## src/hdl/alr_pkg.sv

```systemverilog
// ----------------------------------------------------------------------------
// alr_pkg: shared types and constants of the antialiased line rasterizer
// Command and pixel structs, line classes, register indexes.
// ----------------------------------------------------------------------------
package alr_pkg;

    localparam int COORD_WIDTH  = 16;
    localparam int ERR_BITS     = 16;
    localparam int SCREEN_BITS  = 15;
    localparam int COV_BITS     = 8;
    localparam int CFG_IDX_BITS = 1;
    localparam int FIFO_DEPTH   = 2;
    localparam int FIFO_PTR     = $clog2(FIFO_DEPTH);
    localparam int DIV_CNT_BITS = $clog2(ERR_BITS);

    localparam logic CMD_START = 1'b0;
    localparam logic CMD_STEP  = 1'b1;

    localparam logic [CFG_IDX_BITS-1:0] REG_VIEW_COLS = 1'b0;
    localparam logic [CFG_IDX_BITS-1:0] REG_VIEW_ROWS = 1'b1;

    localparam logic [COV_BITS-1:0] COV_FULL = 8'd255;

    typedef enum logic [2:0] {
        KIND_H    = 3'd0,
        KIND_V    = 3'd1,
        KIND_D    = 3'd2,
        KIND_YMAJ = 3'd3,
        KIND_XMAJ = 3'd4
    } line_kind_t;

    typedef struct packed {
        logic                          command;
        logic signed [COORD_WIDTH-1:0] start_x;
        logic signed [COORD_WIDTH-1:0] start_y;
        logic signed [COORD_WIDTH-1:0] end_x;
        logic signed [COORD_WIDTH-1:0] end_y;
        logic                          with_endpoint;
    } in_item_t;

    typedef struct packed {
        logic signed [COORD_WIDTH-1:0] pixel_x;
        logic signed [COORD_WIDTH-1:0] pixel_y;
        logic [COV_BITS-1:0]           coverage;
        logic                          visible;
        logic                          last;
        logic                          line_done;
    } out_item_t;

    // Classified command passed from the front to the back.
    typedef struct packed {
        logic                          op;
        logic signed [COORD_WIDTH-1:0] sx;
        logic signed [COORD_WIDTH-1:0] sy;
        logic signed [COORD_WIDTH-1:0] ex;
        logic signed [COORD_WIDTH-1:0] ey;
        logic                          left;
        line_kind_t                    kind;
        logic [COORD_WIDTH-1:0]        steps;
        logic [ERR_BITS-1:0]           incr;
        logic                          endpoint;
    } alr_cmd_t;

endpackage

```

## src/hdl/alr_div.sv

```systemverilog
// ----------------------------------------------------------------------------
// alr_div: iterative fraction divider
// Computes (num << ERR_BITS) / den for num < den, one quotient bit per cycle.
// ----------------------------------------------------------------------------
module alr_div (
    input  logic                              clk,
    input  logic                              rst_n,
    input  logic                              start,
    input  logic [alr_pkg::COORD_WIDTH-1:0]   num,
    input  logic [alr_pkg::COORD_WIDTH-1:0]   den,
    output logic                              done,
    output logic [alr_pkg::ERR_BITS-1:0]      quot
);
    import alr_pkg::*;

    typedef enum logic {
        D_IDLE,
        D_RUN
    } div_state_t;

    div_state_t                 state_reg;
    logic [COORD_WIDTH-1:0]     rem_reg;
    logic [COORD_WIDTH-1:0]     den_reg;
    logic [ERR_BITS-1:0]        quot_reg;
    logic [DIV_CNT_BITS-1:0]    cnt_reg;
    logic                       done_reg;

    logic [COORD_WIDTH:0]       rem_shift;
    logic                       fits;

    assign rem_shift = {rem_reg, 1'b0};
    assign fits      = rem_shift >= {1'b0, den_reg};

    always_ff @(posedge clk or negedge rst_n)
    begin
        if (!rst_n)
        begin
            state_reg <= D_IDLE;
            rem_reg   <= '0;
            den_reg   <= '0;
            quot_reg  <= '0;
            cnt_reg   <= '0;
            done_reg  <= 1'b0;
        end
        else
        begin
            done_reg <= 1'b0;
            unique case (state_reg)
                D_IDLE:
                begin
                    if (start)
                    begin
                        rem_reg   <= num;
                        den_reg   <= den;
                        cnt_reg   <= DIV_CNT_BITS'(ERR_BITS - 1);
                        state_reg <= D_RUN;
                    end
                end
                D_RUN:
                begin
                    // remainder stays below den, so the difference fits
                    rem_reg  <= fits ? COORD_WIDTH'(rem_shift - {1'b0, den_reg})
                                     : rem_shift[COORD_WIDTH-1:0];
                    quot_reg <= {quot_reg[ERR_BITS-2:0], fits};
                    cnt_reg  <= cnt_reg - 1'b1;
                    if (cnt_reg == '0)
                    begin
                        done_reg  <= 1'b1;
                        state_reg <= D_IDLE;
                    end
                end
                default:
                begin
                    state_reg <= D_IDLE;
                end
            endcase
        end
    end

    assign done = done_reg;
    assign quot = quot_reg;

endmodule

```

## src/hdl/alr_front.sv

```systemverilog
// ----------------------------------------------------------------------------
// alr_front: command intake and line setup
// Orders endpoints, measures the deltas, classifies the line and computes
// the error increment, then queues the classified command.
// ----------------------------------------------------------------------------
module alr_front (
    input  logic                 clk,
    input  logic                 rst_n,
    input  logic                 in_valid,
    output logic                 in_stall,
    input  alr_pkg::in_item_t    in_item,
    output logic                 push,
    output alr_pkg::alr_cmd_t    cmd,
    input  logic                 fifo_full
);
    import alr_pkg::*;

    typedef enum logic [2:0] {
        F_IDLE,
        F_ORDER,
        F_DIFF,
        F_ABS,
        F_CLASS,
        F_DIV,
        F_PUSH
    } front_state_t;

    front_state_t                  state_reg;
    in_item_t                      item_reg;
    logic signed [COORD_WIDTH-1:0] sx_reg, sy_reg, ex_reg, ey_reg;
    logic signed [COORD_WIDTH:0]   dx_reg, dy_reg;
    logic [COORD_WIDTH-1:0]        adx_reg;
    logic                          left_reg;
    line_kind_t                    kind_reg;
    logic [COORD_WIDTH-1:0]        steps_reg;
    logic [ERR_BITS-1:0]           incr_reg;
    logic                          ep_reg;

    logic [COORD_WIDTH-1:0]        dyu;
    logic [COORD_WIDTH-1:0]        major;
    logic [COORD_WIDTH-1:0]        minor;
    logic                          div_start;
    logic                          div_done;
    logic [ERR_BITS-1:0]           div_quot;

    assign dyu       = dy_reg[COORD_WIDTH-1:0];
    assign major     = (dyu > adx_reg) ? dyu : adx_reg;
    assign minor     = (dyu > adx_reg) ? adx_reg : dyu;
    assign div_start = (state_reg == F_CLASS) && (dyu != '0) && (adx_reg != '0)
                       && (adx_reg != dyu);

    alr_div u_div (
        .clk   (clk),
        .rst_n (rst_n),
        .start (div_start),
        .num   (minor),
        .den   (major),
        .done  (div_done),
        .quot  (div_quot)
    );

    always_ff @(posedge clk or negedge rst_n)
    begin
        if (!rst_n)
        begin
            state_reg <= F_IDLE;
            item_reg  <= '0;
            sx_reg    <= '0;
            sy_reg    <= '0;
            ex_reg    <= '0;
            ey_reg    <= '0;
            dx_reg    <= '0;
            dy_reg    <= '0;
            adx_reg   <= '0;
            left_reg  <= 1'b0;
            kind_reg  <= KIND_H;
            steps_reg <= '0;
            incr_reg  <= '0;
            ep_reg    <= 1'b0;
        end
        else
        begin
            unique case (state_reg)
                F_IDLE:
                begin
                    if (in_valid)
                    begin
                        item_reg  <= in_item;
                        state_reg <= (in_item.command == CMD_START) ? F_ORDER : F_PUSH;
                    end
                end
                F_ORDER:
                begin
                    // y must rise along the line
                    if (item_reg.start_y > item_reg.end_y)
                    begin
                        sx_reg <= item_reg.end_x;
                        sy_reg <= item_reg.end_y;
                        ex_reg <= item_reg.start_x;
                        ey_reg <= item_reg.start_y;
                    end
                    else
                    begin
                        sx_reg <= item_reg.start_x;
                        sy_reg <= item_reg.start_y;
                        ex_reg <= item_reg.end_x;
                        ey_reg <= item_reg.end_y;
                    end
                    state_reg <= F_DIFF;
                end
                F_DIFF:
                begin
                    dx_reg    <= {ex_reg[COORD_WIDTH-1], ex_reg}
                                 - {sx_reg[COORD_WIDTH-1], sx_reg};
                    dy_reg    <= {ey_reg[COORD_WIDTH-1], ey_reg}
                                 - {sy_reg[COORD_WIDTH-1], sy_reg};
                    state_reg <= F_ABS;
                end
                F_ABS:
                begin
                    left_reg  <= dx_reg[COORD_WIDTH];
                    adx_reg   <= dx_reg[COORD_WIDTH] ? COORD_WIDTH'(-dx_reg)
                                                     : dx_reg[COORD_WIDTH-1:0];
                    state_reg <= F_CLASS;
                end
                F_CLASS:
                begin
                    incr_reg <= '0;
                    ep_reg   <= 1'b0;
                    priority if (dyu == '0)
                    begin
                        kind_reg  <= KIND_H;
                        steps_reg <= adx_reg;
                        state_reg <= F_PUSH;
                    end
                    else if (adx_reg == '0)
                    begin
                        kind_reg  <= KIND_V;
                        steps_reg <= dyu;
                        state_reg <= F_PUSH;
                    end
                    else if (adx_reg == dyu)
                    begin
                        kind_reg  <= KIND_D;
                        steps_reg <= dyu;
                        state_reg <= F_PUSH;
                    end
                    else
                    begin
                        kind_reg  <= (dyu > adx_reg) ? KIND_YMAJ : KIND_XMAJ;
                        steps_reg <= major - 1'b1;
                        ep_reg    <= item_reg.with_endpoint;
                        state_reg <= F_DIV;
                    end
                end
                F_DIV:
                begin
                    if (div_done)
                    begin
                        incr_reg  <= div_quot;
                        state_reg <= F_PUSH;
                    end
                end
                F_PUSH:
                begin
                    if (!fifo_full)
                    begin
                        state_reg <= F_IDLE;
                    end
                end
                default:
                begin
                    state_reg <= F_IDLE;
                end
            endcase
        end
    end

    assign in_stall = (state_reg != F_IDLE);
    assign push     = (state_reg == F_PUSH) && !fifo_full;

    always_comb
    begin
        cmd          = '0;
        cmd.op       = item_reg.command;
        cmd.sx       = sx_reg;
        cmd.sy       = sy_reg;
        cmd.ex       = ex_reg;
        cmd.ey       = ey_reg;
        cmd.left     = left_reg;
        cmd.kind     = kind_reg;
        cmd.steps    = steps_reg;
        cmd.incr     = incr_reg;
        cmd.endpoint = ep_reg;
    end

endmodule

```

## src/hdl/alr_fifo.sv

```systemverilog
// ----------------------------------------------------------------------------
// alr_fifo: command queue between setup and stepping
// Small first-in first-out buffer of classified commands.
// ----------------------------------------------------------------------------
module alr_fifo (
    input  logic                 clk,
    input  logic                 rst_n,
    input  logic                 push,
    input  alr_pkg::alr_cmd_t    push_cmd,
    output logic                 full,
    input  logic                 pop,
    output alr_pkg::alr_cmd_t    pop_cmd,
    output logic                 empty
);
    import alr_pkg::*;

    alr_cmd_t                  mem [FIFO_DEPTH];
    logic [FIFO_PTR-1:0]       wr_ptr_reg;
    logic [FIFO_PTR-1:0]       rd_ptr_reg;
    logic [FIFO_PTR:0]         count_reg;

    always_ff @(posedge clk)
    begin
        if (push)
        begin
            mem[wr_ptr_reg] <= push_cmd;
        end
    end

    always_ff @(posedge clk or negedge rst_n)
    begin
        if (!rst_n)
        begin
            wr_ptr_reg <= '0;
            rd_ptr_reg <= '0;
            count_reg  <= '0;
        end
        else
        begin
            if (push)
            begin
                wr_ptr_reg <= wr_ptr_reg + 1'b1;
            end
            if (pop)
            begin
                rd_ptr_reg <= rd_ptr_reg + 1'b1;
            end
            unique case ({push, pop})
                2'b10:   count_reg <= count_reg + 1'b1;
                2'b01:   count_reg <= count_reg - 1'b1;
                default: count_reg <= count_reg;
            endcase
        end
    end

    assign pop_cmd = mem[rd_ptr_reg];
    assign full    = (count_reg == (FIFO_PTR+1)'(FIFO_DEPTH));
    assign empty   = (count_reg == '0);

endmodule

```

## src/hdl/alr_back.sv

```systemverilog
// ----------------------------------------------------------------------------
// alr_back: line stepper and pixel output
// Holds the line state, walks the line one command at a time and drives the
// registered pixel output with a visibility flag against the screen size.
// ----------------------------------------------------------------------------
module alr_back (
    input  logic                               clk,
    input  logic                               rst_n,
    input  alr_pkg::alr_cmd_t                  cmd,
    input  logic                               cmd_empty,
    output logic                               cmd_pop,
    input  logic [alr_pkg::SCREEN_BITS-1:0]    view_cols,
    input  logic [alr_pkg::SCREEN_BITS-1:0]    view_rows,
    output logic                               out_valid,
    input  logic                               out_stall,
    output alr_pkg::out_item_t                 out_item
);
    import alr_pkg::*;

    typedef enum logic [1:0] {
        B_IDLE,
        B_PAIR,
        B_END
    } back_state_t;

    back_state_t                   state_reg, state_next;
    logic signed [COORD_WIDTH-1:0] cx_reg, cx_next;
    logic signed [COORD_WIDTH-1:0] cy_reg, cy_next;
    logic signed [COORD_WIDTH-1:0] tx_reg, tx_next;
    logic signed [COORD_WIDTH-1:0] ty_reg, ty_next;
    logic                          left_reg, left_next;
    line_kind_t                    kind_reg, kind_next;
    logic [COORD_WIDTH-1:0]        steps_reg, steps_next;
    logic [ERR_BITS-1:0]           acc_reg, acc_next;
    logic [ERR_BITS-1:0]           incr_reg, incr_next;
    logic                          ep_reg, ep_next;
    logic                          active_reg, active_next;
    logic [COV_BITS-1:0]           w_reg, w_next;
    logic                          fin_reg, fin_next;
    logic                          out_valid_reg;
    out_item_t                     out_item_reg;

    logic                          slot_free;
    logic                          load;
    logic signed [COORD_WIDTH:0]   pix_x, pix_y;
    logic [COV_BITS-1:0]           pix_cov;
    logic                          pix_last, pix_done;
    logic                          pix_vis;

    logic signed [COORD_WIDTH-1:0] x_step;
    logic signed [COORD_WIDTH-1:0] y_step;
    logic [ERR_BITS-1:0]           acc_sum;
    logic                          wrap;
    logic [COORD_WIDTH-1:0]        steps_dec;
    logic                          ep_hit;

    assign slot_free = !out_valid_reg || !out_stall;
    assign x_step    = cx_reg + (left_reg ? -COORD_WIDTH'(1) : COORD_WIDTH'(1));
    assign y_step    = cy_reg + COORD_WIDTH'(1);
    assign acc_sum   = acc_reg + incr_reg;
    assign wrap      = (acc_sum <= acc_reg);   // carry out moves the minor axis
    assign steps_dec = steps_reg - 1'b1;
    assign ep_hit    = fin_reg && ep_reg;

    always_comb
    begin
        state_next  = state_reg;
        cx_next     = cx_reg;
        cy_next     = cy_reg;
        tx_next     = tx_reg;
        ty_next     = ty_reg;
        left_next   = left_reg;
        kind_next   = kind_reg;
        steps_next  = steps_reg;
        acc_next    = acc_reg;
        incr_next   = incr_reg;
        ep_next     = ep_reg;
        active_next = active_reg;
        w_next      = w_reg;
        fin_next    = fin_reg;
        cmd_pop     = 1'b0;
        load        = 1'b0;
        pix_x       = '0;
        pix_y       = '0;
        pix_cov     = COV_FULL;
        pix_last    = 1'b1;
        pix_done    = 1'b0;

        unique case (state_reg)
            B_IDLE:
            begin
                if (!cmd_empty && slot_free)
                begin
                    cmd_pop = 1'b1;
                    if (cmd.op == CMD_START)
                    begin
                        cx_next     = cmd.sx;
                        cy_next     = cmd.sy;
                        tx_next     = cmd.ex;
                        ty_next     = cmd.ey;
                        left_next   = cmd.left;
                        kind_next   = cmd.kind;
                        steps_next  = cmd.steps;
                        acc_next    = '0;
                        incr_next   = cmd.incr;
                        ep_next     = cmd.endpoint;
                        active_next = (cmd.steps != '0);
                        load        = 1'b1;
                        pix_x       = {cmd.sx[COORD_WIDTH-1], cmd.sx};
                        pix_y       = {cmd.sy[COORD_WIDTH-1], cmd.sy};
                        pix_done    = (cmd.steps == '0);
                    end
                    else if (active_reg)
                    begin
                        steps_next = steps_dec;
                        unique case (kind_reg)
                            KIND_H, KIND_V, KIND_D:
                            begin
                                if (kind_reg != KIND_V)
                                begin
                                    cx_next = x_step;
                                end
                                if (kind_reg != KIND_H)
                                begin
                                    cy_next = y_step;
                                end
                                active_next = (steps_dec != '0);
                                load        = 1'b1;
                                pix_done    = (steps_dec == '0);
                            end
                            KIND_YMAJ, KIND_XMAJ:
                            begin
                                if (kind_reg == KIND_YMAJ)
                                begin
                                    cy_next = y_step;
                                    if (wrap)
                                    begin
                                        cx_next = x_step;
                                    end
                                end
                                else
                                begin
                                    cx_next = x_step;
                                    if (wrap)
                                    begin
                                        cy_next = y_step;
                                    end
                                end
                                acc_next   = acc_sum;
                                w_next     = acc_sum[ERR_BITS-1 -: COV_BITS];
                                fin_next   = (steps_dec == '0);
                                state_next = B_PAIR;
                                load       = 1'b1;
                                pix_cov    = COV_FULL - acc_sum[ERR_BITS-1 -: COV_BITS];
                                pix_last   = 1'b0;
                            end
                            default:
                            begin
                                active_next = 1'b0;
                            end
                        endcase
                        pix_x = {cx_next[COORD_WIDTH-1], cx_next};
                        pix_y = {cy_next[COORD_WIDTH-1], cy_next};
                    end
                end
            end
            B_PAIR:
            begin
                if (slot_free)
                begin
                    // neighbor may step one past the coordinate range
                    if (kind_reg == KIND_YMAJ)
                    begin
                        pix_x = {cx_reg[COORD_WIDTH-1], cx_reg}
                              + (left_reg ? -(COORD_WIDTH+1)'(1) : (COORD_WIDTH+1)'(1));
                        pix_y = {cy_reg[COORD_WIDTH-1], cy_reg};
                    end
                    else
                    begin
                        pix_x = {cx_reg[COORD_WIDTH-1], cx_reg};
                        pix_y = {cy_reg[COORD_WIDTH-1], cy_reg} + (COORD_WIDTH+1)'(1);
                    end
                    load     = 1'b1;
                    pix_cov  = w_reg;
                    pix_last = !ep_hit;
                    pix_done = fin_reg && !ep_hit;
                    if (fin_reg)
                    begin
                        active_next = 1'b0;
                    end
                    state_next = ep_hit ? B_END : B_IDLE;
                end
            end
            B_END:
            begin
                if (slot_free)
                begin
                    load       = 1'b1;
                    pix_x      = {tx_reg[COORD_WIDTH-1], tx_reg};
                    pix_y      = {ty_reg[COORD_WIDTH-1], ty_reg};
                    pix_done   = 1'b1;
                    state_next = B_IDLE;
                end
            end
            default:
            begin
                state_next = B_IDLE;
            end
        endcase
    end

    assign pix_vis = !pix_x[COORD_WIDTH] && !pix_y[COORD_WIDTH]
                     && (pix_x[COORD_WIDTH-1:0] < COORD_WIDTH'(view_cols))
                     && (pix_y[COORD_WIDTH-1:0] < COORD_WIDTH'(view_rows));

    always_ff @(posedge clk or negedge rst_n)
    begin
        if (!rst_n)
        begin
            state_reg     <= B_IDLE;
            cx_reg        <= '0;
            cy_reg        <= '0;
            tx_reg        <= '0;
            ty_reg        <= '0;
            left_reg      <= 1'b0;
            kind_reg      <= KIND_H;
            steps_reg     <= '0;
            acc_reg       <= '0;
            incr_reg      <= '0;
            ep_reg        <= 1'b0;
            active_reg    <= 1'b0;
            w_reg         <= '0;
            fin_reg       <= 1'b0;
            out_valid_reg <= 1'b0;
            out_item_reg  <= '0;
        end
        else
        begin
            state_reg  <= state_next;
            cx_reg     <= cx_next;
            cy_reg     <= cy_next;
            tx_reg     <= tx_next;
            ty_reg     <= ty_next;
            left_reg   <= left_next;
            kind_reg   <= kind_next;
            steps_reg  <= steps_next;
            acc_reg    <= acc_next;
            incr_reg   <= incr_next;
            ep_reg     <= ep_next;
            active_reg <= active_next;
            w_reg      <= w_next;
            fin_reg    <= fin_next;
            if (load)
            begin
                out_valid_reg          <= 1'b1;
                out_item_reg.pixel_x   <= pix_x[COORD_WIDTH-1:0];
                out_item_reg.pixel_y   <= pix_y[COORD_WIDTH-1:0];
                out_item_reg.coverage  <= pix_cov;
                out_item_reg.visible   <= pix_vis;
                out_item_reg.last      <= pix_last;
                out_item_reg.line_done <= pix_done;
            end
            else if (!out_stall)
            begin
                out_valid_reg <= 1'b0;
            end
        end
    end

    assign out_valid = out_valid_reg;
    assign out_item  = out_item_reg;

endmodule

```

## src/hdl/antialiased_line_rasterizer.sv

```systemverilog
// ----------------------------------------------------------------------------
// antialiased_line_rasterizer: error-accumulator antialiased line rasterizer
// Setup front end, command queue and stepping back end with visibility flags.
// ----------------------------------------------------------------------------
// A start command holds the setup front end through its order, difference,
// absolute-value, classify and push states; a general line also waits in the
// divide state for the one-bit-per-cycle divider that forms the error
// increment (16 quotient bits). A step command goes from idle straight to
// the push state, and no new command is taken until the last is pushed. The
// back end pops one queued command per free output slot and, while the output
// is not stalled, sends one pixel per cycle: one for axis and diagonal steps,
// two or three for general steps. A 2-entry queue between the two halves
// lets setup of the next command overlap pixel output of the current one.
// Screen size registers may be written only while no transfer is in flight.
module antialiased_line_rasterizer (
    input  logic                                 clk,
    input  logic                                 rst_n,
    input  logic                                 cfg_we,
    input  logic [alr_pkg::CFG_IDX_BITS-1:0]     cfg_index,
    input  logic [alr_pkg::SCREEN_BITS-1:0]      cfg_data,
    input  logic                                 in_valid,
    output logic                                 in_stall,
    input  alr_pkg::in_item_t                    in_item,
    output logic                                 out_valid,
    input  logic                                 out_stall,
    output alr_pkg::out_item_t                   out_item
);
    import alr_pkg::*;

    logic [SCREEN_BITS-1:0] width_reg;
    logic [SCREEN_BITS-1:0] height_reg;

    logic                   push;
    alr_cmd_t               push_cmd;
    logic                   fifo_full;
    logic                   pop;
    alr_cmd_t               pop_cmd;
    logic                   fifo_empty;

    always_ff @(posedge clk or negedge rst_n)
    begin
        if (!rst_n)
        begin
            width_reg  <= SCREEN_BITS'(640);
            height_reg <= SCREEN_BITS'(480);
        end
        else if (cfg_we)
        begin
            unique case (cfg_index)
                REG_VIEW_COLS: width_reg  <= cfg_data;
                REG_VIEW_ROWS: height_reg <= cfg_data;
                default:       width_reg  <= width_reg;
            endcase
        end
    end

    alr_front u_front (
        .clk       (clk),
        .rst_n     (rst_n),
        .in_valid  (in_valid),
        .in_stall  (in_stall),
        .in_item   (in_item),
        .push      (push),
        .cmd       (push_cmd),
        .fifo_full (fifo_full)
    );

    alr_fifo u_fifo (
        .clk      (clk),
        .rst_n    (rst_n),
        .push     (push),
        .push_cmd (push_cmd),
        .full     (fifo_full),
        .pop      (pop),
        .pop_cmd  (pop_cmd),
        .empty    (fifo_empty)
    );

    alr_back u_back (
        .clk       (clk),
        .rst_n     (rst_n),
        .cmd       (pop_cmd),
        .cmd_empty (fifo_empty),
        .cmd_pop   (pop),
        .view_cols (width_reg),
        .view_rows (height_reg),
        .out_valid (out_valid),
        .out_stall (out_stall),
        .out_item  (out_item)
    );

endmodule

```

## config.mk

```make
export PLATFORM = sky130hd
export DESIGN_NAME = antialiased_line_rasterizer
export DESIGN_NICKNAME = d
export VERILOG_FILES = /design/src/hdl/alr_pkg.sv /design/src/hdl/alr_div.sv /design/src/hdl/alr_front.sv /design/src/hdl/alr_fifo.sv /design/src/hdl/alr_back.sv /design/src/hdl/antialiased_line_rasterizer.sv
export SDC_FILE = /design/constraint.sdc
export NUM_CORES = 2
export LEC_CHECK = 0
export BUFFER_PORTS_ARGS = -buffer_cell sky130_fd_sc_hd__buf_2
export CAP_MARGIN = 0
export CORE_MARGIN = 4
export CORE_UTILIZATION = 54
export CTS_CLUSTER_DIAMETER = 30
export DETAILED_ROUTE_END_ITERATION = 6
export GPL_TIMING_DRIVEN = 0
export PLACE_DENSITY = 0.71
export REMOVE_ABC_BUFFERS = 1
export SLEW_MARGIN = 10
export SYNTH_ARGS = -nofsm -noshare
export SYNTH_HDL_FRONTEND = slang
export SYNTH_SLANG_ARGS = --single-unit
export TNS_END_PERCENT = 30
```

## constraint.sdc

```tcl
create_clock -name clk -period 7.5 [get_ports clk]
set_input_delay 1.125 -clock clk [delete_from_list [all_inputs] [get_ports clk]]
set_output_delay 1.125 -clock clk [all_outputs]
set_load 0.05 [all_outputs]
```

== Word level (Yosys, flattened, before mapping) ==
Memories as Yosys holds them, arrays and structs flattened.
Cells that the tools add are included.
Widths: inputs -> output; s select.

* Add/subtract/negate cells: 17
* Magnitude comparators: 6
* Equality and inequality tests: 32
* Multiplexer cells: 116
* Bitwise logic cells: 3
* Reduce and logical (&&, ||, !) cells: 52

{| class="wikitable"
|+ Operator list
! operator !! count
|-
| $mux 16 || 29
|-
| $mux 17 || 13
|-
| $pmux 16 s2 || 4
|-
| $pmux 17 s3 || 2
|-
| $logic_not 16->1 || 4
|-
| $reduce_bool 16->1 || 4
|-
| $mux 8 || 5
|-
| $mux 1 || 33
|-
| $add 16x16->16 || 2
|-
| $gt 16x16->1 || 2
|-
| $lt 16x15->1 || 2
|-
| $sub 16x1->16 const B || 2
|-
| $sub 16x16->16 || 2
|-
| $mux 3 || 10
|-
| $pmux 3 s7 || 1
|-
| $add 16x2->17 const B || 1
|-
| $add 17x17->17 || 1
|-
| $ge 17x16->1 || 1
|-
| $sub 16x16->17 || 1
|-
| $add 16x2->16 const B || 1
|-
| $eq 16x16->1 || 1
|-
| $le 16x16->1 || 1
|-
| $mux 2 || 8
|-
| $ne 16x16->1 || 1
|-
| 38 further kinds || 95
|}

* Register bits after elaboration: 480
* Bits in writable memories: 204
* Input port bits: 87
* Memories kept: 1

{| class="wikitable"
|+ Memory list
! memory !! depth !! width !! rd ports !! clocked after Yosys merged registers in !! write ports !! line !! source
|-
| u_fifo.mem || 2 || 102 || 1 || 0 || 1 || alr_fifo.sv:17 || <nowiki>alr_cmd_t mem [FIFO_DEPTH];</nowiki>
|}

== Depth between registers and ports, before layout ==
* Depth after elaboration: 13
* Mapped depth: 32
* Gate-level depth less buffers: 31

== Hierarchy ==
A second synthesis with hierarchy kept.

* Cells, all modules: 3,523
* Area, all modules: 36,139.7 sq um

{| class="wikitable"
|+ Modules (own cells, without submodules)
! module !! times used !! cells each !! area each (sq um) !! sequential area each (sq um)
|-
| alr_front || 1 || 1,373 || 12,543.3 || 5,480.3
|-
| alr_back || 1 || 1,417 || 11,578.6 || 4,329.2
|-
| alr_fifo || 1 || 333 || 7,559.8 || 6,226.0
|-
| alr_div || 1 || 335 || 3,275.6 || 1,351.3
|-
| antialiased_line_rasterizer || 1 || 65 || 1,182.4 || 758.2
|}

== Worst setup path after synthesis ==
No wires, ideal clock.

* Path kind: flip-flop to flip-flop
* From: register u_back.acc_reg[0]
* To: register u_back.out_item_reg, in the netlist u_back.out_item[2]
* Library setup time: 0.110 ns
* Data arrival time: 6.072 ns
* Data required time: 7.390 ns
* Setup slack: 1.318 ns
* Stages on the path, launching flop included: 33
* Path buffers: 1
* Clock period less this slack: 6.182 ns
* Cell sequence: dfrtp_1 ha_1 inv_1 fa_1 nor2b_1 o21ai_0 a21bo_2 a211oi_1 o31a_1 a21o_1 a21oi_1 xnor2_1 ha_1 nand4_1 nor2_1 o2bb2ai_1 o31a_1 o31a_1 clkbuf_1 o21ai_0 a31oi_1 a221oi_1 nor2_1 ha_1 a21o_1 a21o_1 a21oi_1 a2111oi_0 a22oi_1 o2111ai_1 a31oi_1 nand3_1 o41ai_1

* Elaborated cells between the ends (all ways): 23

{| class="wikitable"
|+ RTL lines
! element !! line !! source
|-
| start: declaration || alr_back.sv:34 || <nowiki>logic [ERR_BITS-1:0] acc_reg, acc_next;</nowiki>
|-
| start signal: assignment || alr_back.sv:247 || <nowiki>acc_reg <= acc_next;</nowiki>
|-
| $add 16x16->16 || alr_back.sv:60 || <nowiki>assign acc_sum = acc_reg + incr_reg;</nowiki>
|-
| via u_back.acc_sum[14] || alr_back.sv:52 || <nowiki>logic [ERR_BITS-1:0] acc_sum;</nowiki>
|-
| $le 16x16->1 || alr_back.sv:61 || <nowiki>assign wrap = (acc_sum <= acc_reg);</nowiki>
|-
| $mux 16 || alr_back.sv:144 || <nowiki>if (wrap)</nowiki>
|-
| $mux 16 || alr_back.sv:133 || <nowiki>if (kind_reg == KIND_YMAJ)</nowiki>
|-
| $pmux 16 s2 || alr_back.sv:116 || <nowiki>unique case (kind_reg)</nowiki>
|-
| $mux 17 || alr_back.sv:113 || <nowiki>else if (active_reg)</nowiki>
|-
| $mux 17 || alr_back.sv:95 || <nowiki>if (cmd.op == CMD_START)</nowiki>
|-
| $mux 17 || alr_back.sv:92 || <nowiki>if (!cmd_empty && slot_free)</nowiki>
|-
| $pmux 17 s3 || alr_back.sv:89 || <nowiki>unique case (state_reg)</nowiki>
|-
| via u_back.pix_y[5] || alr_back.sv:45 || <nowiki>logic signed [COORD_WIDTH:0] pix_x, pix_y;</nowiki>
|-
| $lt 16x15->1 || alr_back.sv:214 || <nowiki>&& (pix_y[COORD_WIDTH-1:0] < COORD_WIDTH'(view_rows));</nowiki>
|-
| $logic_and 1x1->1 || alr_back.sv:214 ||
|-
| end: declaration || alr_back.sv:41 || <nowiki>out_item_t out_item_reg;</nowiki>
|}

The timed path passes the listed nets, and every way through them passes these cells.
A chain may end at the register's enable or synchronous reset.

== Worst setup path in the final report ==
* From: register u_back.incr_reg[0]
* To: register u_back.out_item_reg, in the netlist u_back.out_item[2]

* Elaborated cells between the ends (all ways): 23

{| class="wikitable"
|+ RTL lines
! element !! line !! source
|-
| start: declaration || alr_back.sv:35 || <nowiki>logic [ERR_BITS-1:0] incr_reg, incr_next;</nowiki>
|-
| start signal: assignment || alr_back.sv:248 || <nowiki>incr_reg <= incr_next;</nowiki>
|-
| $add 16x16->16 || alr_back.sv:60 ||
|-
| via u_back.acc_sum[14] || alr_back.sv:52 ||
|-
| $le 16x16->1 || alr_back.sv:61 ||
|-
| $mux 16 || alr_back.sv:144 ||
|-
| $mux 16 || alr_back.sv:133 ||
|-
| $pmux 16 s2 || alr_back.sv:116 ||
|-
| $mux 17 || alr_back.sv:113 ||
|-
| $mux 17 || alr_back.sv:95 ||
|-
| $mux 17 || alr_back.sv:92 ||
|-
| $pmux 17 s3 || alr_back.sv:89 ||
|-
| via u_back.pix_y[5] || alr_back.sv:45 ||
|-
| $lt 16x15->1 || alr_back.sv:214 ||
|-
| $logic_and 1x1->1 || alr_back.sv:214 ||
|}

The timed path passes the listed nets, and every way through them passes these cells.

==> key figures <==
Outcome
  – Status: finished, final reports clean

Critical path
  – Critical path arrival: 7.68 ns
  – Slowest stage delay, CP: about 0.46 ns
  – Slowest CP cell: fa_1
  – FF-to-FF Start: u_back.incr_reg[0]$_DFFE_PN0P_
  – R2R setup slack: 0.39 ns
  – Worst setup SP type: flip-flop
  – Crit path max fanout: 8
  – CP Capture Type: flip-flop
  – CP required: 8.07 ns
  – R2R cell count: 32
  – Reg2reg end: u_back.out_item[2]$_DFFE_PN0P_
  – Setup CP Type: flip-flop to flip-flop

Clock network
  – Clock sinks: 684
  – Clk pin slew, worst setup/hold paths: about 0.06 ns
  – Cts bufs inserted: 137
  – H-tree levels: 4
  – Post-CTS Hold Fix Bufs: 0
  – Clk Tree Root Cell: clkbuf_16
  – CTS tree: built
  – Clk buf depth: 3
  – Worst-Skew Late Latency: 0.71 ns

Synth
  – Mean Syn Cell Area: 10.05 um^2
  – Predominant post-synthesis flop cell: dfrtp_1
  – Mapped cell area: roughly 36000 um^2
  – Synth Register Bits: 684
  – Mapped Cells: 3584
  – Sequential share of the synthesized area: 0.5039
  – Synth cell types: 87
  – Async S/R FF share, synth: 0.7018
  – Post-synth EDFFs: 204
  – Synth warnings: 0

Detailed routing
  – Total Wirelength: 93.98 mm
  – Pre-antenna DRT Iters: 6
  – DRC viols: 0
  – Via count: 28220
  – DR WL/cell: 20.01 um
  – Vias/cell: 6.007
  – 1st-iter DRT viols: 2704
  – DRT antenna net count: 0

Die
  – Core ar.: 65980 um^2
  – Row count: 94
  – Die Wd: 266.2 um
  – Top Ports: 132
  – Die ar.: 70880 um^2
  – Initial core utilization: 0.5458
  – Die Ht: 266.2 um

Pwr
  – Clock share of power: 0.604
  – Switch share: 0.2211
  – Power density over the cells: 236.5 nW/um^2
  – Peak supply drop: approximately 180 uV
  – Seq pwr share: 0.381
  – Leak: ~19 nW
  – Total net switching power: 0.002246 W
  – Comb power frac: 0.015
  – Int Power: 0.007912 W

Finish
  – Nets: 3974
  – Fin area: between 40000 and 50000 um^2
  – Area delta synth->final: 19.28%
  – Most frequent cells in the layout: dfrtp_1, nand2_1, nor2_1, a21oi_1, o21ai_0
  – Commonest non-fill, non-tap cell in the layout: dfrtp_1
  – Max reg flops: 204
  – # fillers: 5026
  – Final core utilization: 0.6510
  – Ant diodes: 0
  – Fin cells: 4697
  – Layout cell share with drive strength beyond 1: 0.1672

Job
  – Max cap viols: 0

Timing
  – Setup Skew: 0.02529 ns
  – Worst hold margin: 0.2140 ns
  – Setup slack after layout: 0.3885 ns
  – Max transition margin: 0.1578
  – Final Setup Violations: 0
  – Tcrit/Tclk final: 0.9482
  – Slew Limit Fails: 0
  – Slew @ Worst Pin: 1.255 ns
  – Final min period: 7.112 ns
  – Fmax: 0.1406 GHz
  – Final hold violation count: 0

Worst hold path
  – Worst hold path type: input port to async pin

Placed design
  – Port Buffers: 131
  – Post-DP HPWL: 64.72 mm
  – GPL Wtd Cong: between 0.9 and 1
  – Placed cell count: 4432
  – Worst slack at placement: -0.5140 ns
  – Post-placement cell area: roughly 38000 um^2

Global routing
  – First-pass GRT wire length: 150.1 mm
  – Vias in the first global route: 27690
  – Largest net degree at the start of global routing: 106
  – Total Routing Usage GR: 0.2641
  – Initial antenna violation count: 0
  – GRT overflow: 0
worst max-delay path, delay by kind of cell, from the launching register on:
| family | cells | cell delay, ns |
|---|---|---|
| AOI/OAI and AO/OA | 19 | 3.89 |
| xor gates and xnor gates | 1 | 0.24 |
| adders and majority gates | 4 | 1.20 |
| buffers and inverters | 2 | 0.27 |
| DFF | 1 | 0.39 |
| and+or+nand+nor | 6 | 1.00 |
routing by layer:
layer  GRT usage  wire length (um)
met5           0                 0
met4     0.08738              2533
met3     0.04599              6243
met2      0.4163             43280
met1      0.3754             41930
worst max-delay path by stage:
stage                                         from                             end  slack (ns)
global route        u_back.incr_reg[0]$_DFFE_PN0P_  u_back.out_item[2]$_DFFE_PN0P_      -0.008
finish              u_back.incr_reg[0]$_DFFE_PN0P_  u_back.out_item[2]$_DFFE_PN0P_        0.39
floorplan            u_fifo.rd_ptr_reg$_DFFE_PN0P_  u_back.out_item[2]$_DFFE_PN0P_       -4.47
global placement     u_fifo.rd_ptr_reg$_DFFE_PN0P_  u_back.out_item[2]$_DFFE_PN0P_      -10.87
detailed placement  u_back.incr_reg[0]$_DFFE_PN0P_  u_back.out_item[2]$_DFFE_PN0P_       -0.51
CTS                 u_back.incr_reg[0]$_DFFE_PN0P_  u_back.out_item[2]$_DFFE_PN0P_      0.0005
cell type report:
type / instances / area (um^2) / share of cell area
Clock buffer: 155 / 3681 / 0.08570
Inverter: 170 / 638.1 / 0.01486
Tap cell: 864 / 1081 / 0.02517
Sequential cell: 684 / 18150 / 0.4225
Clock inverter: 100 / 1086 / 0.02528
Timing Repair Buffer: 192 / 1628 / 0.03790
Multi-Input combinational cell: 2532 / 16690 / 0.3886
synthesized netlist by cell type (66+ instances only):
master	instances	area (um^2)
edfxtp_1	204	6126
clkbuf_1	151	566.8
dfrtp_1	474	11860
mux2i_1	159	1592
nor2_1	356	1336
xnor2_1	77	674.4
inv_1	168	630.6
nand2_1	387	1453
mux2_2	112	1261
a31oi_1	66	412.9
o21ai_0	234	1171
ha_1	165	2064
a21oi_1	289	1446
nand3_1	71	355.3
cell families after synthesis:
logic type	after synthesis	share of synthesized area
flops	684	0.5039
buf+inv	369	0.04048
mux	271	0.07922
compound gates	900	0.1555
xor+xnor	114	0.02773
simple gates	1076	0.1330
fa+ha+maj	170	0.06011
power by group through the flow:
stage                     Clock (W)  Sequential [W]  Combinational (W)
after floorplan                   0         0.00393          0.0000490
after global placement            0         0.00393           0.000140
after detailed placement          0         0.00393           0.000153
after CTS                   0.00621         0.00387           0.000156
after global routing        0.00642         0.00387           0.000173
final                       0.00614         0.00387           0.000152
metrics by stage:
| stage | power (W) | setup TNS [ns] |
|---|---|---|
| floorplan | 0.003980 | -267.40 |
| global placement | 0.004072 | -3524.62 |
| detailed placement | 0.004085 | -0.5140 |
| CTS | 0.01023 | 0 |
| global route | 0.01046 | -0.008233 |
| finish | 0.01016 | 0 |
timing repair:
action / 4_1_cts / 5_1_grt
resized for setup: 7 / 18
gates cloned: 0 / 1
buffers inserted: 0 / 8
pin swaps: 1 / 4
endpoints found under the setup margin: 1 / 1
Power figures use the tool's default switching activity.
